===== config.mk =====
export PLATFORM = sky130hd
export DESIGN_NAME = sexpr_lexer
export DESIGN_NICKNAME = d
export VERILOG_FILES = /design/src/rtl/sxl_pkg.sv /design/src/rtl/sexpr_lexer.sv
export SDC_FILE = /design/constraint.sdc
export NUM_CORES = 1
export LEC_CHECK = 0
export BUFFER_PORTS_ARGS = -buffer_cell sky130_fd_sc_hd__buf_2
export CAP_MARGIN = 25
export CORE_ASPECT_RATIO = 0.8
export CORE_MARGIN = 5
export CORE_UTILIZATION = 54
export CTS_CLUSTER_SIZE = 25
export DETAILED_ROUTE_END_ITERATION = 8
export PLACE_DENSITY = 0.76
export SLEW_MARGIN = 20
export SYNTH_ARGS = -nofsm -noshare
export SYNTH_HDL_FRONTEND = slang
export SYNTH_SLANG_ARGS = --single-unit

===== constraint.sdc =====
create_clock -name clk_i -period 4.3 [get_ports clk_i]
set_input_delay 0.43 -clock clk_i [delete_from_list [all_inputs] [get_ports clk_i]]
set_output_delay 0.43 -clock clk_i [all_outputs]
set_load 0.05 [all_outputs]

===== src/rtl/sxl_pkg.sv =====
package sxl_pkg;

  // Characters the lexer tells apart.
  localparam logic [7:0] CH_NUL    = 8'h00;
  localparam logic [7:0] CH_DIG_LO = 8'd48;
  localparam logic [7:0] CH_DIG_HI = 8'd57;
  localparam logic [7:0] CH_UC_LO  = 8'd65;
  localparam logic [7:0] CH_UC_HI  = 8'd90;
  localparam logic [7:0] CH_LC_LO  = 8'd97;
  localparam logic [7:0] CH_LC_HI  = 8'd122;
  localparam logic [7:0] CH_LPAREN = 8'h28;
  localparam logic [7:0] CH_RPAREN = 8'h29;
  localparam logic [7:0] CH_SEMI   = 8'h3B;
  localparam logic [7:0] CH_DASH   = 8'h2D;
  localparam logic [7:0] CH_DOT    = 8'h2E;
  localparam logic [7:0] CH_QUOTE  = 8'h22;
  localparam logic [7:0] CH_SPACE  = 8'h20;
  localparam logic [7:0] CH_TAB    = 8'h09;
  localparam logic [7:0] CH_CR     = 8'h0D;
  localparam logic [7:0] CH_LF     = 8'h0A;

  typedef enum logic [1:0] {
    TK_TEXT  = 2'd0,
    TK_OPEN  = 2'd1,
    TK_CLOSE = 2'd2,
    TK_ERROR = 2'd3
  } token_kind_e;

  typedef enum logic [6:0] {
    ST_INIT    = 7'b0000001,
    ST_ID      = 7'b0000010,
    ST_INT     = 7'b0000100,
    ST_FLOAT   = 7'b0001000,
    ST_COMMENT = 7'b0010000,
    ST_STRING  = 7'b0100000,
    ST_ERROR   = 7'b1000000
  } lex_state_e;

  typedef struct packed {
    token_kind_e kind;
    logic [15:0] start;
    logic [15:0] stop;
    logic        last;
  } token_t;

  localparam token_t TOKEN_NONE = '{kind: TK_TEXT, start: 16'd0, stop: 16'd0, last: 1'b0};

  function automatic logic dec_digit(logic [7:0] c);
    return (c >= CH_DIG_LO) && (c <= CH_DIG_HI);
  endfunction

  function automatic logic name_lead(logic [7:0] c);
    return ((c >= CH_UC_LO) && (c <= CH_UC_HI)) ||
           ((c >= CH_LC_LO) && (c <= CH_LC_HI)) || (c == CH_DASH);
  endfunction

  function automatic logic is_space(logic [7:0] c);
    return (c == CH_SPACE) || (c == CH_TAB) || (c == CH_CR) || (c == CH_LF);
  endfunction

  function automatic logic paren_char(logic [7:0] c);
    return (c == CH_LPAREN) || (c == CH_RPAREN);
  endfunction

  function automatic logic word_break(logic [7:0] c);
    return paren_char(c) || (c == CH_SEMI) || is_space(c);
  endfunction

  function automatic token_t paren_token(logic [7:0] c);
    token_t t;
    t = TOKEN_NONE;
    t.kind = (c == CH_LPAREN) ? TK_OPEN : TK_CLOSE;
    return t;
  endfunction

endpackage


===== src/rtl/sexpr_lexer.sv =====
// S-expression lexer. Source bytes enter one per transfer on the input channel and
// tokens leave on the output channel: text tokens (identifiers, integers, floats and
// strings) as start position and position just past the end, with a string's closing
// quote included, plus open and close parenthesis tokens and a single error token at
// the first invalid character, after which the block stays silent until reset. A zero
// byte is ignored and does not advance the position; positions wrap at POS_BITS bits
// and the ports show their low 16 bits. last_result marks the final token a byte
// caused. The block takes one byte per clock unless the held byte waits for buffer
// room. A byte passes an input register, the lexer step, and a two-entry output
// buffer; its tokens are registered into the buffer when the lexer step fires. A
// byte that yields both a text token and a parenthesis fills both entries, and the
// output shows them one after the other; the lexer step waits only while the output
// buffer lacks room for the tokens of the byte it holds.
module sexpr_lexer
  import sxl_pkg::*;
#(
  parameter int POS_BITS = 16
) (
  input  logic        clk_i,
  input  logic        rst_ni,
  input  logic        in_valid_i,
  output logic        in_stall_o,
  input  logic [7:0]  in_byte_i,
  output logic        out_valid_o,
  input  logic        out_stall_i,
  output logic [1:0]  token_kind_o,
  output logic [15:0] token_start_o,
  output logic [15:0] token_end_o,
  output logic        last_result_o
);

  // Low 16 bits of a position, zero extended when positions are narrower.
  function automatic logic [15:0] pos16(logic [POS_BITS-1:0] p);
    logic [POS_BITS+15:0] w;
    w = {16'd0, p};
    return w[15:0];
  endfunction

  // Input register.
  logic       s1_valid_q, s1_valid_d;
  logic [7:0] s1_byte_q, s1_byte_d;
  logic       in_xfer, s1_fire;

  // Lexer state.
  lex_state_e          state_q, state_d, state_nxt;
  logic [POS_BITS-1:0] begin_q, begin_d, begin_nxt;
  logic [POS_BITS-1:0] pos_q, pos_d, pos_inc;

  // Output buffer: slot 0 is the head.
  token_t     slot_q [2];
  token_t     slot_d [2];
  logic [1:0] count_q, count_d;
  logic [1:0] cnt_pop, room;
  logic       out_xfer;

  // Tokens of the byte in the input register.
  logic [1:0] n_tok;
  token_t     tok0, tok1;
  logic [7:0] c;

  assign c       = s1_byte_q;
  assign pos_inc = pos_q + POS_BITS'(1);

  // One lexer step on the held byte. At most two tokens come out: a text token
  // closed by a breaker, followed by the parenthesis that closed it.
  always_comb begin
    n_tok     = 2'd0;
    tok0      = TOKEN_NONE;
    tok1      = TOKEN_NONE;
    state_nxt = state_q;
    begin_nxt = begin_q;
    unique case (state_q) inside
      ST_INIT: begin
        if (paren_char(c)) begin
          n_tok = 2'd1;
          tok0  = paren_token(c);
        end else if (dec_digit(c)) begin
          state_nxt = ST_INT;
          begin_nxt = pos_q;
        end else if (name_lead(c)) begin
          state_nxt = ST_ID;
          begin_nxt = pos_q;
        end else if (c == CH_QUOTE) begin
          state_nxt = ST_STRING;
          begin_nxt = pos_q;
        end else if (c == CH_SEMI) begin
          state_nxt = ST_COMMENT;
        end else if (!is_space(c)) begin
          n_tok     = 2'd1;
          tok0.kind = TK_ERROR;
          state_nxt = ST_ERROR;
        end
      end
      ST_ID, ST_INT, ST_FLOAT: begin
        if ((state_q == ST_INT) && (c == CH_DOT)) begin
          state_nxt = ST_FLOAT;
        end else if ((state_q == ST_ID) ? (name_lead(c) || dec_digit(c)) : dec_digit(c)) begin
          state_nxt = state_q;
        end else if (word_break(c)) begin
          tok0.kind  = TK_TEXT;
          tok0.start = pos16(begin_q);
          tok0.stop  = pos16(pos_q);
          if (paren_char(c)) begin
            n_tok = 2'd2;
            tok1  = paren_token(c);
          end else begin
            n_tok = 2'd1;
          end
          state_nxt = (c == CH_SEMI) ? ST_COMMENT : ST_INIT;
        end else begin
          n_tok     = 2'd1;
          tok0.kind = TK_ERROR;
          state_nxt = ST_ERROR;
        end
      end
      ST_STRING: begin
        if (c == CH_QUOTE) begin
          n_tok      = 2'd1;
          tok0.kind  = TK_TEXT;
          tok0.start = pos16(begin_q);
          tok0.stop  = pos16(pos_inc);
          state_nxt  = ST_INIT;
        end
      end
      ST_COMMENT: begin
        if (c == CH_LF) begin
          state_nxt = ST_INIT;
        end
      end
      ST_ERROR: begin
        state_nxt = ST_ERROR;
      end
      default: begin
        state_nxt = ST_ERROR;
      end
    endcase
    // A zero byte leaves everything as it is.
    if (c == CH_NUL) begin
      n_tok     = 2'd0;
      state_nxt = state_q;
      begin_nxt = begin_q;
    end
    if (n_tok == 2'd1) begin
      tok0.last = 1'b1;
    end
    if (n_tok == 2'd2) begin
      tok1.last = 1'b1;
    end
  end

  // Handshakes. The lexer step fires when the buffer, after this cycle's
  // output transfer, has room for all tokens of the held byte.
  assign out_valid_o = (count_q != 2'd0);
  assign out_xfer    = out_valid_o && !out_stall_i;
  assign cnt_pop     = count_q - {1'b0, out_xfer};
  assign room        = 2'd2 - cnt_pop;
  assign s1_fire     = s1_valid_q && (n_tok <= room);
  assign in_stall_o  = s1_valid_q && !s1_fire;
  assign in_xfer     = in_valid_i && !in_stall_o;

  assign s1_valid_d = in_xfer ? 1'b1 : (s1_fire ? 1'b0 : s1_valid_q);
  assign s1_byte_d  = in_xfer ? in_byte_i : s1_byte_q;

  always_comb begin
    state_d = state_q;
    begin_d = begin_q;
    pos_d   = pos_q;
    if (s1_fire && (c != CH_NUL)) begin
      state_d = state_nxt;
      begin_d = begin_nxt;
      pos_d   = pos_inc;
    end
  end

  // Buffer update: pop shifts slot 1 forward, new tokens append behind what stays.
  always_comb begin
    slot_d[0] = slot_q[0];
    slot_d[1] = slot_q[1];
    if (out_xfer) begin
      slot_d[0] = slot_q[1];
    end
    if (s1_fire && (n_tok != 2'd0)) begin
      slot_d[cnt_pop[0]] = tok0;
    end
    if (s1_fire && (n_tok == 2'd2)) begin
      slot_d[1] = tok1;
    end
    count_d = s1_fire ? (cnt_pop + n_tok) : cnt_pop;
  end

  always_ff @(posedge clk_i or negedge rst_ni) begin
    if (!rst_ni) begin
      s1_valid_q <= 1'b0;
      state_q    <= ST_INIT;
      begin_q    <= '0;
      pos_q      <= '0;
      count_q    <= 2'd0;
    end else begin
      s1_valid_q <= s1_valid_d;
      state_q    <= state_d;
      begin_q    <= begin_d;
      pos_q      <= pos_d;
      count_q    <= count_d;
    end
  end

  always_ff @(posedge clk_i) begin
    s1_byte_q <= s1_byte_d;
    slot_q[0] <= slot_d[0];
    slot_q[1] <= slot_d[1];
  end

  assign token_kind_o  = slot_q[0].kind;
  assign token_start_o = slot_q[0].start;
  assign token_end_o   = slot_q[0].stop;
  assign last_result_o = slot_q[0].last;

`ifndef NO_ASSERTIONS
  a_count_max: assert property (@(posedge clk_i) disable iff (!rst_ni)
    count_q != 2'd3) else $error("output buffer overfilled");

  a_error_sticky: assert property (@(posedge clk_i) disable iff (!rst_ni)
    state_q == ST_ERROR |=> state_q == ST_ERROR) else $error("left error state");

  a_error_last: assert property (@(posedge clk_i) disable iff (!rst_ni)
    out_valid_o && (slot_q[0].kind == TK_ERROR) |-> slot_q[0].last)
    else $error("error token not final");

  a_pair_shape: assert property (@(posedge clk_i) disable iff (!rst_ni)
    s1_fire && (n_tok == 2'd2) |->
      (tok0.kind == TK_TEXT) && !tok0.last && tok1.last && (tok1.kind != TK_TEXT))
    else $error("bad token pair");

  a_stall_cause: assert property (@(posedge clk_i) disable iff (!rst_ni)
    in_stall_o |-> s1_valid_q && (count_q != 2'd0)) else $error("stall without cause");
`endif

endmodule


# Yosys cells after proc, flatten, opt, wreduce, memory -nomap -nowiden
# Memory sizes are Yosys's and may differ from the RTL's.
# Cells that the tools add are included.
# totals
reg_bits,50
latchBits,0
ram_bits,70
romBits,0
input_bits,12
elab_cells,138
memories,1
# op_classes
addsub,4
n_mul,0
div_mod_pow,0
n_lt_le_gt_ge,9
n_eq_ne,23
shifts,0
mux,59
bitwise,3
n_reduce_logical,33
# memory_table
memory,words,width,read_ports,rd_clocked_by_memory_dff,write_ports,line,text
slot_q,2,35,2,0,2,sexpr_lexer.sv:50,token_t slot_q [2];
# op_table
op,count
35-bit two-way mux,8
34-bit one-hot mux with 3 select lines,1
7-bit two-way mux,11
70-bit bitwise mux,1
70-bit two-way mux,1
34-bit two-way mux,2
32-bit two-way mux,2
"8-bit by 6-bit equality test with 1-bit output, second input constant",7
16-bit two-way mux,3
2-bit two-way mux,18
35-bit demux with 1-bit select,1
7-bit one-hot mux with 4 select lines,1
"8-bit by 4-bit equality test with 1-bit output, second input constant",3
"16-bit by 1-bit adder with 16-bit output, second input constant",1
"8-bit by 7-bit greater-or-equal comparator with 1-bit output, second input constant",2
"8-bit by 7-bit less-or-equal comparator with 1-bit output, second input constant",2
1-bit logical AND,12
1-bit logical OR,9
"8-bit by 6-bit greater-or-equal comparator with 1-bit output, second input constant",1
"8-bit by 6-bit less-or-equal comparator with 1-bit output, second input constant",1
8-bit logical NOT,1
1-bit two-way mux,8
8-bit nonzero test,1
"7-bit by 1-bit equality test with 1-bit output, second input constant",1
27 further kinds,33

# Logic depth before layout (Yosys ltp)
# Gate-level depths: netlist (run 1).
# logic_depth
depth_word,19
depth_mapped,18
ltp_nobuf,13

# Worst setup path before layout (run 1)
# OpenSTA, ideal clock, no wires.
# synth_path
path_type,register to register
startpoint,register count_q[1]
endpoint,register begin_q[10]
setup_time_ns,0.125
t_arrival_ns,4.093
required_time_ns,4.175
slack_ns,0.082
path_stages_with_launch,17
period_less_slack_ns,4.218
cell_sequence,dfrtp_1 or2_2 nand2b_1 clkbuf_1 clkbuf_1 inv_1 ha_1 buf_2 inv_1 ha_1 and3_1 a21o_1 and2_1 clkbuf_1 o311ai_2 buf_2 mux2_2
# synth_between
elab_chain_cells,8
# synth_lines
element,line,text
start: declaration,sexpr_lexer.sv:52,"logic [1:0] count_q, count_d;"
start signal: assignment,sexpr_lexer.sv:203,count_q <= count_d;
2-bit nonzero test,sexpr_lexer.sv:153,assign out_valid_o = (count_q != 2'd0);
net out_valid_o,sexpr_lexer.sv:24,"output logic out_valid_o,"
1-bit logical AND,sexpr_lexer.sv:154,assign out_xfer = out_valid_o && !out_stall_i;
2-bit by 1-bit subtractor with 2-bit output,sexpr_lexer.sv:155,"assign cnt_pop = count_q - {1'b0, out_xfer};"
2-bit subtractor,sexpr_lexer.sv:156,assign room = 2'd2 - cnt_pop;
2-bit less-or-equal comparator,sexpr_lexer.sv:157,assign s1_fire = s1_valid_q && (n_tok <= room);
1-bit logical AND,sexpr_lexer.sv:157,
1-bit logical AND,sexpr_lexer.sv:168,if (s1_fire && (c != CH_NUL)) begin
5-bit AND reduction (no line),n/a,
end signal: assignment,sexpr_lexer.sv:201,begin_q <= begin_d;
end: declaration,sexpr_lexer.sv:46,"logic [POS_BITS-1:0] begin_q, begin_d, begin_nxt;"
# The timed path passes the listed nets, and every way through them passes these cells.
# A chain may end at the register's enable or synchronous reset.

==> results.ini, run 1 <==
[routing]
wl_per_cell_um = 17.1
vias = 4525
drc = 0
ant_nets = 0
totalWireLength_mm = 13.5
first_iter_violations = 261
dr.pass1.iters = 5
via_per_inst = 5.74

[timing]
final.period_utilization_pct = 94.9
slew_viol_final = 0
timing.hold.ws_ns = 0.0142
setup-violations-final = 0
layout_min_cycle_time_ns = 4.08
tightest_slew_ns = 0.776
relSlewSlack_pct = 48.3
skew_ns = 0.00722
hold_viol = 0
fmax_ghz = 0.245

[synthesis]
synth_seq_area_share_pct = 43.8
synth_nets = 626
yosysWarningCount = 0
synth_flop_cell = dfxtp_1
async_flop_share_pct = 35.0
syn_avg_cell_area_um2 = 10.2
synth-seq-cells = 120
synth_edf_count = 11
netlist_area_mm2 = 0.00622
netlist_instances = 609
ys_types = 62

[clock_network]
cts_tree = built
htree_levels = 4
cts_sinks = 120
cts_inserted_buffers = 17
clockBufferDepth = 2
clock_tree.root_cell = clkbuf_16
clock_latency_ns = 0.40
path_clk_slew_ns = 0.05
cts_hold_buf = 0

[final_layout]
final_layout_size_suffix_gt1_share_pct = 22.0
final_nets = 645
utilization_pct = 61.6
diodes = 0
area_delta_synth_final_pct = 12.8

[setup_path]
r2r_start = state_q[5]$_DFFE_PN0P_
end_kind = flip-flop
rr_endpoint = slot_q[0][18]$_DFF_P_
required_ns = 4.63
arrival_ns = 4.41
regToRegSetupSlack_ns = 0.22
criticalPathCategory = flip-flop to flip-flop
crit_fanout = 19
crit_path_start_kind = flip-flop
ff2ff_path_depth = 13

[grt]
grt_max_degree = 43
grt_pass1_vias = 4593
grt_usage_pct = 20.4
antenna_found_initial = 0
grt_overflow = 0
grt_pass1_wl_mm = 22.4

[placement]
post-dp-hpwl_mm = 9.36
portBuffers = 48
gp_congestion = 0.871

[floorplan]
die_y_um = 106
rows = 35
io_pins = 49
start_util_pct = 54.6
core_area_mm2 = 0.0114
die_area_mm2 = 0.0138
die-width_um = 130

[worst_hold_path]
min_path_type = input port to asynchronous set/reset pin

[power_and_ir_drop]
ir_drop_mv = 0.304
power.density_mw_per_mm2 = 503
leakage_nw = 3.42

[outcome]
status = finished clean

[flow_run]
maxCapViolations = 0

-- what timing repair did --
action | CTS | global route
gates resized for setup | 0 | 2
setup endpoints to repair | 0 | 58
setup buffers | 0 | 2
hold endpoints to repair | 0 | 0
-- registers in the layout (all words and copies together) (netlist names) --
register,count
begin_q,16
c,8
count_q,2
pos_q,16
s1_valid_q,1
slot_q,70
state_q,7
-- cell usage after synthesis (all sizes together) (2+ instances only) --
library cell | count | area [um^2]
a21oi | 22 | 110
o41ai | 2 | 25.0
or4b | 4 | 43.8
clkbuf | 25 | 93.8
xor2 | 7 | 61.3
o211ai | 7 | 67.6
o22ai | 12 | 81.3
mux2i | 102 | 1020
nor2b | 6 | 37.5
nor3b | 5 | 37.5
or3 | 7 | 48.8
dfrtp | 41 | 1030
o21ai | 6 | 30.0
a22oi | 2 | 15.0
xnor2 | 13 | 114
nand2b | 7 | 43.8
and2 | 5 | 31.3
nand2 | 80 | 300
nor3 | 17 | 96.4
nand4 | 4 | 25.0
ha | 5 | 62.6
nor4 | 6 | 43.8
edfxtp | 11 | 330
nand3 | 9 | 45.0
nor4b | 3 | 26.3
mux2 | 22 | 248
or2 | 4 | 25.0
o31ai | 3 | 22.5
dfxtp | 67 | 1340
nor2 | 13 | 48.8
and3 | 8 | 50.1
o311ai | 2 | 42.6
inv | 13 | 48.8
or4 | 4 | 33.8
buf | 49 | 377
o2bb2ai | 6 | 52.6
-- worst max-delay path, stage by stage (launching register included) --
cell and delay [ns]:
dfrtp_1 0.41, or3_4 0.41, or4b_4 0.53, or4_4 0.58
nor3_4 0.15, o21ai_1 0.11, ha_1 0.33, and3_1 0.20
a21o_1 0.19, o211ai_1 0.20, o311ai_4 0.18, o211ai_4 0.26
buf_12 0.22, mux2i_1 0.22
-- cell type report --
class / instances / area, um^2
well taps: 148 / 185
flip-flops and latches: 120 / 2720
clock buffers: 25 / 475
multi-input cells: 402 / 2990
clock inverters: 7 / 96.3
repair buffers: 74 / 492
fillers: 915 / 4370
inverters: 13 / 48.8
-- where the power goes --
part	leakage, nW	switching (mW)	internal [mW]
sequential	1.20	0.109	1.21
clock	0.268	0.483	0.883
combinational	1.96	0.517	0.327
total	3.42	1.11	2.42
-- cell usage in the layout, fill, tap and decap left out, types with 5 or more instances in the layout --
master     instances
a21oi_1           22
nor2b_1            6
mux2_2            22
ha_1               5
xor2_1             7
nand3_1            9
o2bb2ai_1          6
clkbuf_1           6
nor2_1            13
nand2_1           80
dfxtp_1           67
xnor2_1           13
buf_2             47
or3_1              6
edfxtp_1          11
inv_1             13
and3_1             8
nor3b_1            5
dfrtp_1           41
mux2i_1          102
nand2b_1           6
nor4_1             5
buf_4             22
clkbuf_16         17
nor3_1            16
o22ai_1           11
-- cell families after synthesis --
| logic type | share of synthesized area [%] |
|---|---|
| AOI/OAI and AO/OA | 8.19 |
| and+or+nand+nor | 15.4 |
| adders and majority gates | 1.01 |
| xor gates and xnor gates | 2.82 |
| buffers and inverters | 8.35 |
| muxes | 20.4 |
| DFF | 43.8 |
-- stage by stage --
stage	setup WS (ns)	power, mW	cells	area [um^2]	setup TNS [ns]
after floorplan	0.0822	1.93	609	6220	0
after global placement	0.340	2.14	755	6420	0
after detailed placement	0.217	2.17	755	6420	0
after CTS	0.187	3.53	787	6990	0
after global routing	-0.000447	3.68	789	7020	-0.000447
final	0.218	3.53	789	7020	0
-- worst max path at each step --
stage                      startpoint                 endpoint  depth (start not counted)
2_1_floorplan    count_q[1]$_DFF_PN0_  begin_q[10]$_DFFE_PN0P_                         16
3_3_place_gp   state_q[5]$_DFFE_PN0P_  slot_q[0][69]$_DFFE_PP_                         13
3_5_place_dp   state_q[5]$_DFFE_PN0P_  slot_q[0][69]$_DFFE_PP_                         13
4_1_cts        state_q[5]$_DFFE_PN0P_               in_stall_o                         10
5_1_grt                c[1]$_DFFE_PP_    slot_q[0][31]$_DFF_P_                         14
6_report       state_q[5]$_DFFE_PN0P_    slot_q[0][18]$_DFF_P_                         13
-- per-layer routing --
layer	track usage (%)	vias up	routed length, um
met3	5.42	16	778
li1	-	2173	-
met5	0	-	0
met4	6.60	0	192
met1	26.8	2197	5960
met2	32.7	139	6550
Note: power is estimated with default switching activity, not from simulation.
==> run 2, diff against run 1 <==
--- a/config.mk
+++ b/config.mk
@@ -13,6 +13,7 @@
 export CTS_CLUSTER_SIZE = 25
 export DETAILED_ROUTE_END_ITERATION = 8
 export PLACE_DENSITY = 0.76
+export RECOVER_POWER = 25
 export SLEW_MARGIN = 20
 export SYNTH_ARGS = -nofsm -noshare
 export SYNTH_HDL_FRONTEND = slang
==> run 2 against run 1 <==
Net effect: critical path depth did not move; largest power group unchanged; count of clock-buffer cells in the layout did not move; via count fell by 0.38%; cell area barely moved; worst setup slack improved by 0.00083 ns; die area did not move; sequential power barely moved; critical endpoint unchanged; the flow now finishes with violations (capacitance limit, slew limit); largest cell class unchanged; routed wire length fell by 0.22%; fmax barely moved; sequential share of layout area barely moved.
==> results.ini, run 2 (synthesis gave the netlist of run 1 again) <==
[setup_path]
required_ns = 4.63  ; about the same
cp_top_family = simple AND/OR/NAND/NOR gates
worst-path-buf-inv = 1  ; unchanged
crit_path_start_kind = flip-flop
crit_fanout = 19  ; unchanged
path_cells = or3_4, or4b_4, or4_4, nor3_4, o21ai_1, ha_1, and3_1, a21o_1, o211ai_1, o311ai_4, o211ai_4, buf_12, mux2i_1
max_stage_delay_ns = 0.58  ; about the same
arrival_ns = 4.41  ; about the same
end_kind = flip-flop
cp_slowest_cell = or4_4
criticalPathCategory = flip-flop to flip-flop

[clock_network]
clock_latency_ns = 0.40  ; about the same
clock_tree.root_cell = clkbuf_16
cts_inserted_buffers = 17  ; unchanged
cts_sinks = 120  ; unchanged
htree_levels = 4  ; unchanged
clockBufferDepth = 2  ; unchanged
cts_hold_buf = 0  ; unchanged
cts_tree = built
path_clk_slew_ns = 0.05  ; about the same

[power_and_ir_drop]
leakage_nw = 3.41  ; -0.36%
ir_drop_mv = 0.305  ; +0.18%
power.density_mw_per_mm2 = 504  ; about the same
power_mw = 3.53  ; about the same

[final_layout]
final_common_cell = mux2i_1
diodes = 0  ; unchanged
regMostFlops = slot_q
reg_top3 = slot_q x70, begin_q x16, pos_q x16
final_nets = 645  ; unchanged
largest_reg_flops = 70  ; unchanged
final_cell_mix = mux2i_1, nand2_1, dfxtp_1, buf_2, dfrtp_1
utilization_pct = 61.6  ; about the same
final_layout_size_suffix_gt1_share_pct = 21.5  ; -0.47 points
area_delta_synth_final_pct = 12.7  ; about the same

[timing]
fmax_ghz = 0.245  ; about the same
setup-violations-final = 0  ; unchanged
relSlewSlack_pct = -59.8  ; -110 points
slew_viol_final = 43  ; +43
hold_viol = 0  ; unchanged
tightest_slew_ns = 2.40  ; +1.62 ns
layout_min_cycle_time_ns = 4.08  ; -0.000830 ns
final.period_utilization_pct = 94.9  ; about the same
skew_ns = 0.00722  ; +0.000000170 ns

[outcome]
failed_checks = capacitance limit, slew limit
status = finished with violations

[floorplan]
die-width_um = 130  ; unchanged
rows = 35  ; unchanged
die_area_mm2 = 0.0138  ; unchanged
io_pins = 49  ; unchanged
core_area_mm2 = 0.0114  ; unchanged
die_y_um = 106  ; unchanged
start_util_pct = 54.6  ; unchanged

[routing]
first_iter_violations = 261  ; unchanged
dr.pass1.iters = 5  ; unchanged
totalWireLength_mm = 13.5  ; -0.22%
vias = 4508  ; -0.38%
ant_nets = 0  ; unchanged
via_per_inst = 5.71  ; -0.38%
wl_per_cell_um = 17.1  ; -0.22%
drc = 0  ; unchanged

[flow_run]
maxCapViolations = 1  ; +1

[grt]
grt_max_degree = 43  ; unchanged
grt_overflow = 0  ; unchanged
grt_pass1_vias = 4593  ; unchanged
grt_usage_pct = 20.4  ; unchanged
antenna_found_initial = 0  ; unchanged
grt_pass1_wl_mm = 22.4  ; unchanged

[placement]
portBuffers = 48  ; unchanged
post-dp-hpwl_mm = 9.36  ; unchanged
gp_congestion = 0.871  ; unchanged

[worst_hold_path]
min_path_type = input port to flip-flop

## run 2: cell count changes in the layout (fill, tap and decap cells not counted), sizes merged
cell and change:
buf -3, clkbuf +3
## run 2: worst paths after layout
kind	slack, ns	end	startpoint	cells past startpoint
min in group asynchronous	0.75	count_q[0]$_DFF_PN0_	rst_ni	1
max in group asynchronous	2.18	begin_q[7]$_DFFE_PN0P_	rst_ni	1
worst min register to register	0.46	slot_q[0][61]$_SDFFE_PP0P_	slot_q[0][61]$_SDFFE_PP0P_	2
worst max-delay path	0.22	slot_q[0][18]$_DFF_P_	state_q[5]$_DFFE_PN0P_	13
worst min-delay path	0.20	c[1]$_DFFE_PP_	in_byte_i[1]	1
worst max register to register	0.22	slot_q[0][18]$_DFF_P_	state_q[5]$_DFFE_PN0P_	13
## run 2: routing by layer
metal  global-route usage, %  part of all wire (%)  vias to the layer above  wire length [um]
li1                        -                     -                     2172                 -
met1                    26.8                    44                     2184              5940
met2                    32.7                    49                      136              6540
met3                    5.42                   5.8                       16               776
met4                    6.60                   1.4                        0               192
met5                       0                     0                        -                 0
## run 2: per-stage QoR
stage | cells | setup slack (ns) | instance area [um^2] | TNS [ns] | hold slack [ns]
floorplan | 609 | 0.0822 | 6220 | 0 | 0.134
global placement | 755 | 0.340 | 6420 | 0 | 0.443
detailed placement | 755 | 0.217 | 6420 | 0 | 0.457
CTS | 787 | 0.187 | 6990 | 0 | 0.184
global route | 789 | -0.000447 | 7010 | -0.000447 | 0.183
finish | 789 | 0.219 | 7010 | 0 | 0.197
## run 2: power by group
group          total [mW]  internal, mW  switching [mW]  leakage (nW)
Clock                1.37         0.883           0.483         0.268
Combinational       0.844         0.326           0.518          1.95
Sequential           1.32          1.21           0.108          1.20
Total                3.53          2.42            1.11          3.41
## run 2: layout make-up
type                       instances  area, um^2
clock buffer                      25         475
tap                              148         185
fill                             916        4380
timing repair buffer              74         485
multi-input combinational        402        2990
sequential                       120        2720
clock inverter                     7        96.3
inverter                          13        48.8
## run 2: what timing repair did
| action | 4_1_cts | 5_1_grt |
|---|---|---|
| setup endpoints to repair | 0 | 58 |
| gates resized for setup | 0 | 2 |
| setup buffers | 0 | 2 |
## run 2: worst register-to-register path: stages, from the launching register on
cell      delay, ns
dfrtp_1        0.41
or3_4          0.41
or4b_4         0.53
or4_4          0.58
nor3_4         0.15
o21ai_1        0.11
ha_1           0.33
and3_1         0.20
a21o_1         0.19
o211ai_1       0.20
o311ai_4       0.18
o211ai_4       0.26
buf_12         0.22
mux2i_1        0.24
